`config.mk`:
```
export PLATFORM = sky130hd
export DESIGN_NAME = otsu_mul
export DESIGN_NICKNAME = d
export VERILOG_FILES = /design/src/rtl/otsu_pkg.sv /design/src/rtl/otsu_mul.sv
export SDC_FILE = /design/constraint.sdc
export NUM_CORES = 1
export LEC_CHECK = 0
export BUFFER_PORTS_ARGS = -buffer_cell sky130_fd_sc_hd__buf_2
export CORE_ASPECT_RATIO = 0.5
export CORE_UTILIZATION = 50
export CTS_CLUSTER_SIZE = 10
export DETAILED_ROUTE_END_ITERATION = 7
export PLACE_DENSITY_LB_ADDON = 0.25
export SETUP_SLACK_MARGIN = 0.02
export SKIP_CTS_REPAIR_TIMING = 1
export SLEW_MARGIN = 20
export SYNTH_ARGS = -nofsm -noshare
export SYNTH_HDL_FRONTEND = slang
export SYNTH_SLANG_ARGS = --single-unit
```
`constraint.sdc`:
```
create_clock -name i_clk -period 8.5 [get_ports i_clk]
set_clock_uncertainty 0.1 [all_clocks]
set_input_delay 1.7 -clock i_clk [delete_from_list [all_inputs] [get_ports i_clk]]
set_output_delay 1.7 -clock i_clk [all_outputs]
set_load 0.05 [all_outputs]
```
`src/rtl/otsu_pkg.sv`:
```
// Package for the Otsu threshold core: default sizes, field widths,
// sequencer and multiply-step enums, histogram command struct.
// No dependencies.
`default_nettype none
package otsu_pkg;

    localparam int GRAY_LEVELS_DEF      = 256;
    localparam int PIXEL_COUNT_BITS_DEF = 20;
    localparam int PIX_W                = 8;
    localparam int THR_W                = 8;

    typedef enum logic [3:0] {
        ST_CLEAR,
        ST_ACC,
        ST_DRAIN,
        ST_RD,
        ST_HV,
        ST_MADD,
        ST_MSTART,
        ST_MWAIT,
        ST_OUT
    } t_state;

    typedef enum logic [2:0] {
        OP_MW,
        OP_MN,
        OP_DD,
        OP_WB,
        OP_X1,
        OP_X2
    } t_op;

    typedef struct packed {
        logic inc;
        logic wz;
    } t_hist_cmd;

endpackage
`default_nettype wire

```
`src/rtl/otsu_mul.sv`:
```
// Shift-add multiplier, one bit of b per cycle; shared by all score math.
// Depends on otsu_pkg.
`default_nettype none
module otsu_mul import otsu_pkg::*; #(
    parameter int AW = 32,
    parameter int BW = 32
) (
    input  wire logic             i_clk,
    input  wire logic             i_rst_n,
    input  wire logic             i_start,
    input  wire logic [AW-1:0]    i_a,
    input  wire logic [BW-1:0]    i_b,
    output logic                  o_done,
    output logic [AW+BW-1:0]      o_p
);

    localparam int KW = $clog2(BW + 1);

    logic [AW+BW-1:0] r_acc;
    logic [AW+BW-1:0] r_a;
    logic [BW-1:0]    r_b;
    logic [KW-1:0]    r_cnt;
    logic             r_busy;
    logic             r_done;

    always_ff @(posedge i_clk) begin
        if (!i_rst_n) begin
            r_busy <= 1'b0;
            r_done <= 1'b0;
            r_cnt  <= '0;
        end else begin
            r_done <= 1'b0;
            if (i_start) begin
                r_busy <= 1'b1;
                r_cnt  <= KW'(BW);
            end else if (r_busy) begin
                r_cnt <= r_cnt - KW'(1);
                if (r_cnt == KW'(1)) begin
                    r_busy <= 1'b0;
                    r_done <= 1'b1;
                end
            end
        end
        if (i_start) begin
            r_acc <= '0;
            r_a   <= (AW+BW)'(i_a);
            r_b   <= i_b;
        end else if (r_busy) begin
            if (r_b[0]) begin
                r_acc <= r_acc + r_a;
            end
            r_a <= r_a << 1;
            r_b <= r_b >> 1;
        end
    end

    assign o_done = r_done;
    assign o_p    = r_acc;

endmodule
`default_nettype wire

```
==> results of run 1 <==
[logic make-up after synthesis]
logic type,count (synthesis),share of synthesized area
muxes,96,0.101
DFF,168,0.388
buffers and inverters,90,0.0452
and+or+nand+nor,360,0.159
adders and majority gates,66,0.0807
xor gates and xnor gates,46,0.0390
AOI/OAI and AO/OA,296,0.187
[final cells by class]
class | count | area [um2]
Fill cell | 1790 | 8240
Clock inverter | 13 | 159
Multi-Input combinational cell | 864 | 5860
Inverter | 26 | 97.6
Sequential cell | 168 | 4010
Timing Repair Buffer | 136 | 699
Tap cell | 266 | 333
Clock buffer | 19 | 433
[power breakdown]
group / switching, uW / leakage [uW] / internal (uW) / total [uW]
clock network: 358 / 0.000289 / 443 / 801
logic: 231 / 0.00320 / 143 / 374
registers: 29.5 / 0.00149 / 893 / 923
total: 619 / 0.00498 / 1480 / 2100
[metal layers]
metal | share of wire | track usage | vias to the layer above | wire length [um]
met5 | 0 | 0 | - | 0
met3 | 0.059 | 0.0551 | 38 | 1470
met1 | 0.48 | 0.336 | 4130 | 11900
met4 | 0.017 | 0.0720 | 0 | 420
li1 | - | - | 4264 | -
met2 | 0.44 | 0.364 | 253 | 11000
[sequential cells by signal, summed over array words and instances (netlist names)]
register  cells
o_done        1
r_a          64
r_b          32
o_p          64
r_cnt         6
r_busy        1
[through the flow]
step | power, uW | cell area [um2]
final | 2100 | 11600
after global routing | 2180 | 11600
after CTS | 2110 | 11600
after detailed placement | 1310 | 11000
after global placement | 1300 | 11000
after floorplan | 1220 | 10300
[final timing paths]
path | from | end | depth (start not counted)
hold reg to reg | o_p[39] | o_p[39] | 2
setup reg to reg | r_a[8] | o_p[63] | 11
setup / recovery | r_a[8] | o_p[63] | 11
hold / removal | o_p[39] | o_p[39] | 2
[worst min-delay path: stages, from the launching register on]
cell,delay [ns]
dfxtp_1,0.32
nand2_1,0.06
a21oi_1,0.05
[cells in the mapped netlist, drive strengths merged, types with 5 or more instances]
library cell  number  area, um2
o21ai             40        200
clkbuf            46        196
a211oi            11       87.6
a21oi            120        608
nor2              90        338
mux2i             33        330
nor3              21        105
nand2            144        541
a211o              5       43.8
ha                65        813
mux2              63        709
a21boi             6       45.0
o211ai             8       65.1
nand2b             5       31.3
o21a              16        120
a31oi              8       50.1
dfxtp            104       2080
edfxtp            64       1920
inv               26       97.6
a21o              37        280
xor2              13        114
nand3             26        130
and2               6       37.5
buf               15       96.3
nor2b              9       56.3
or3                6       37.5
xnor2             33        289
and3               8       50.1
o21bai            13       97.6
nand4             23        144
[cells in the final DEF, fill, tap and decap left out, types with 17 or more instances in the layout]
cell type,netlist,layout
nor3_1,21,21
dfxtp_1,104,103
edfxtp_1,64,64
clkbuf_16,0,17
nor2_1,90,90
ha_1,65,65
buf_2,2,130
a21oi_1,118,118
mux2_2,63,63
nand2_1,144,142
nand4_1,23,23
inv_1,26,26
o21ai_0,36,36
nand3_1,26,26
xnor2_1,33,33
mux2i_1,33,33
a21o_1,35,35
==> results.yml, run 1 <==
layout:
  diodes: 0
  finalNonFillerCells: 1492
  layout-area-overhead-vs-synth_pct: 12.2
  nets: 1346
  postLayoutCoreUtil: 0.584
  drive_above_1_share: 0.202
drt:
  first_iter_violations: 531
  wire_per_inst_um: 16.7
  vias: 8685
  via_per_inst: 5.82
  drt-total-wl_um: 24900
  dr.pass1.iters: 5
  postRouteAntennaNets: 0
  drc: 0
timing:
  fmax_ghz: 0.256
  hold_ws_ns: 0.370
  fin_setup_tns_ns: 0
  setup_viol: 0
  slew_viol_final: 0
  post-route-min-period_ns: 3.90
  fin_crit_sh: 0.459
  tightest_slew_ns: 0.938
  setup_ws_ns: 4.60
  rsz0062_at_grt: "false"
  hold_viol_final: 0
  relSlewSlack: 0.375
global_routing:
  gr-total-overflow: 0
  grt_max_degree: 97
  antenna_found_initial: 0
  grt_pass1_vias: 8233
  track_usage: 0.239
  grt_pass1_wl_um: 41000
synthesis:
  syn_nets: 1255
  synth_cells: 1122
  synth_edf_count: 64
  async_flop_share: 0
  avgSynthCellArea_um2: 9.20
  synth_warnings: 0
  yosysUniqueCellTypes: 74
  ys.flop_type: "dfxtp_1"
  netlist_area_um2: 10300
  yosysSeqAreaShare: 0.388
  ys_ff_latch: 168
die:
  io_pins: 132
  die_w_um: 205
  dieArea_um2: 21300
  fp.dieH_um: 104
  row_count: 36
  start_util: 0.521
  design.core.area_um2: 19800
critical_path:
  critPathTopFamily: "compound AO/OA/AOI/OAI gates"
  critPathMaxStageDelay_ns: 0.68
  crit_path_top_delay_cell: "a2111oi_2"
  critical_path_arrival_ns: 4.14
  crit_buf_inv: 0
  critical_path_required_ns: 8.73
  critPathLaunchType: "flop"
  critPathMaxFanout: 6
  critical_path_class: "flop to flop"
  r2r_slack_ns: 4.60
  crit_chain: "ha_1 > and4_1 > nand3_1 > a21oi_2 > o211ai_2 > a2111oi_2 > o21ai_1 > a21boi_0 > nor2_1 > o221a_2 > mux2_2"
  end_kind: "flop"
clock_network:
  cts_max_level: 4
  cts_buffers: 17
  insertion_delay_ns: 0.44
  cts.sinks: 168
  clockBufferDepth: 2
  cts_tree: "built"
  cts-root-buf: "clkbuf_16"
  clkSlewWorstSetupHoldPaths_ns: 0.07
placed_design:
  numPortBuffers: 131
  dp.cells: 1460
  gp_congestion: 0.921
  hpwl_um: 17400
  dp_slack_ns: 4.24
job:
  maxCapViolCount: 0
run_status:
  outcome: "completed"
power:
  leakage_uw: 0.00498
  powerDensity_nw_per_um2: 181
  ir_drop_uv: 137
min_path:
  hold_path_class: "flop to flop"
Power figures use the tool's default switching activity.
==> run 2, diff against run 1 <==
==> constraint.sdc (replaced) <==
create_clock -name i_clk -period 3.7 [get_ports i_clk]
set_clock_uncertainty 0.1 [all_clocks]
set_input_delay 0.74 -clock i_clk [delete_from_list [all_inputs] [get_ports i_clk]]
set_output_delay 0.74 -clock i_clk [all_outputs]
set_load 0.05 [all_outputs]
==> run 2 against run 1 <==
Worst hold slack improved by 0.0024 ns. Total power grew 130%. Via count rose by 0.62%. Critical path type unchanged. Sequential share of layout area is 0.22 points lower. Design area grew 0.63%. Setup slack worse by 4.4 ns. Register-to-register slack lost 4.4 ns. Clock power increased by 120%. Wire length is 2.3% higher. Sequential power rose by 130%. Global-route usage is 0.41 points higher. Final cell count rose by 0.74%.
==> results.yml, run 2 (same netlist as run 1, synthesis figures left out) <==
critical_path:
  crit_path_top_delay_cell: "fa_1"
  r2r-start: "r_a[0]"
  crit_chain: "ha_1 > fa_1 > a211oi_2 > o21ai_0 > nand2_1 > o22ai_1 > a311oi_2 > buf_4 > a21oi_2 > o2111ai_4 > a211oi_1 > or3_1 > a32o_1"
  endpoint: "o_p[56]"
  reg2reg_depth: 13
  critical_path_class: "flop to flop"
  critical_path.startpoint: "r_a[0]"
  cp_num_cells: 13
  critPathMaxFanout: 4
  r2r_slack_ns: 0.22
  critical_path_arrival_ns: 3.71
  critPathLaunchType: "flop"
  crit_buf_inv: 1
  critPathMaxStageDelay_ns: 0.43
  r2r_end: "o_p[56]"
  end_kind: "flop"
  critical_path_required_ns: 3.93
  critPathTopFamily: "compound AO/OA/AOI/OAI gates"
die:
  dieArea_um2: 21300
  io_pins: 132
  die_w_um: 205
  design.core.area_um2: 19800
  fp.dieH_um: 104
  start_util: 0.521
  row_count: 36
clock_network:
  cts.sinks: 168
  clockBufferDepth: 2
  cts_buffers: 17
  cts-root-buf: "clkbuf_16"
  cts_tree: "built"
  cts_max_level: 4
  insertion_delay_ns: 0.44
  clkSlewWorstSetupHoldPaths_ns: 0.07
power:
  ir_drop_uv: 341
  switching_share: 0.300
  leakage_uw: 0.00502
  power.share.combinational: 0.183
  powerDensity_nw_per_um2: 409
  p_seq_frac: 0.445
  p_int_uw: 3330
  p_sw_uw: 1430
  clkPwrFrac: 0.372
  total_power_uw: 4760
min_path:
  hold_path_class: "flop to flop"
global_routing:
  antenna_found_initial: 0
  grt_max_degree: 83
  track_usage: 0.243
  gr-total-overflow: 0
  grt_pass1_wl_um: 41600
  grt_pass1_vias: 8095
layout:
  layout-area-overhead-vs-synth_pct: 12.9
  drive_above_1_share: 0.213
  finalNonFillerCells: 1503
  layout_common_cells: "142 x nand2_1, 130 x buf_2, 118 x a21oi_1"
  num-fill-cells: 1744
  final_common_cell: "nand2_1"
  nets: 1357
  final_area_um2: 11700
  postLayoutCoreUtil: 0.588
  diodes: 0
drt:
  wl_met1_um: 12400
  postRouteAntennaNets: 0
  vias: 8739
  drt-total-wl_um: 25400
  drc: 0
  wl_met3_um: 1450
  via_per_inst: 5.81
  met2WireLength_um: 11300
  wire_per_inst_um: 16.9
  top_layer_used: "met4"
  first_iter_violations: 745
  dr.pass1.iters: 5
job:
  maxCapViolCount: 0
placed_design:
  numPortBuffers: 131
  hpwl_um: 18100
  postPlaceCellArea_um2: 11100
  gp_congestion: 0.914
  dp.cells: 1470
timing:
  setup_viol: 0
  slew_viol_final: 0
  tightest_slew_ns: 0.709
  hold_viol_final: 0
  fmax_ghz: 0.288
  rsz0062_at_grt: "false"
  fin_setup_tns_ns: 0
  fin_crit_sh: 0.939
  relSlewSlack: 0.527
  post-route-min-period_ns: 3.48
run_status:
  outcome: "completed"
## run 2: changes by cell type in the layout (fill, tap and decap cells not counted), sizes merged
cell | previous run | this run
buf | 136 | 147
clkinv | 3 | 5
bufinv | 2 | 1
clkbuf | 19 | 18
## run 2: metal layers
metal,track usage,vias up
li1,-,4289
met1,0.348,4190
met2,0.366,233
met3,0.0610,27
met4,0.0556,0
met5,0,-
## run 2: area by class of cell
type | count | area, um2 | share of cell area
well taps | 266 | 333 | 0.0286
flip-flops and latches | 168 | 4010 | 0.344
clock inverters | 14 | 138 | 0.0118
multi-input cells | 864 | 5870 | 0.504
repair buffers | 147 | 782 | 0.0671
clock buffers | 18 | 429 | 0.0368
inverters | 26 | 97.6 | 0.00837
## run 2: how the worst min path moves through the flow
stage | start | end | cells past startpoint
2_1_floorplan | r_cnt[0] | r_cnt[0] | 2
3_3_place_gp | o_p[18] | o_p[18] | 2
3_5_place_dp | o_p[15] | o_p[15] | 2
4_1_cts | o_p[27] | o_p[27] | 2
5_1_grt | o_p[24] | o_p[24] | 2
6_report | o_p[25] | o_p[25] | 2
## run 2: worst register-to-register path: stages (launching register included)
cell and delay, ns:
edfxtp_1 0.39, ha_1 0.22, fa_1 0.43, a211oi_2 0.29, o21ai_0 0.17, nand2_1 0.15, o22ai_1 0.12, a311oi_2 0.28
buf_4 0.17, a21oi_2 0.09, o2111ai_4 0.26, a211oi_1 0.13, or3_1 0.33, a32o_1 0.24
## run 2: power groups by stage
| stage | clock network (uW) | logic (uW) | registers (uW) |
|---|---|---|---|
| 4_1_cts | 1800 | 862 | 2120 |
| 2_1_floorplan | 0 | 574 | 2240 |
| 6_report | 1770 | 871 | 2120 |
| 3_3_place_gp | 0 | 843 | 2160 |
| 5_1_grt | 1880 | 949 | 2140 |
| 3_5_place_dp | 0 | 855 | 2160 |
## run 2: through the flow
step,worst slack [ns],hold slack [ns]
3_5_place_dp,0.145,0.364
6_report,0.224,0.373
3_3_place_gp,0.216,0.356
5_1_grt,0.0265,0.403
2_1_floorplan,0.313,0.363
4_1_cts,0.107,0.373
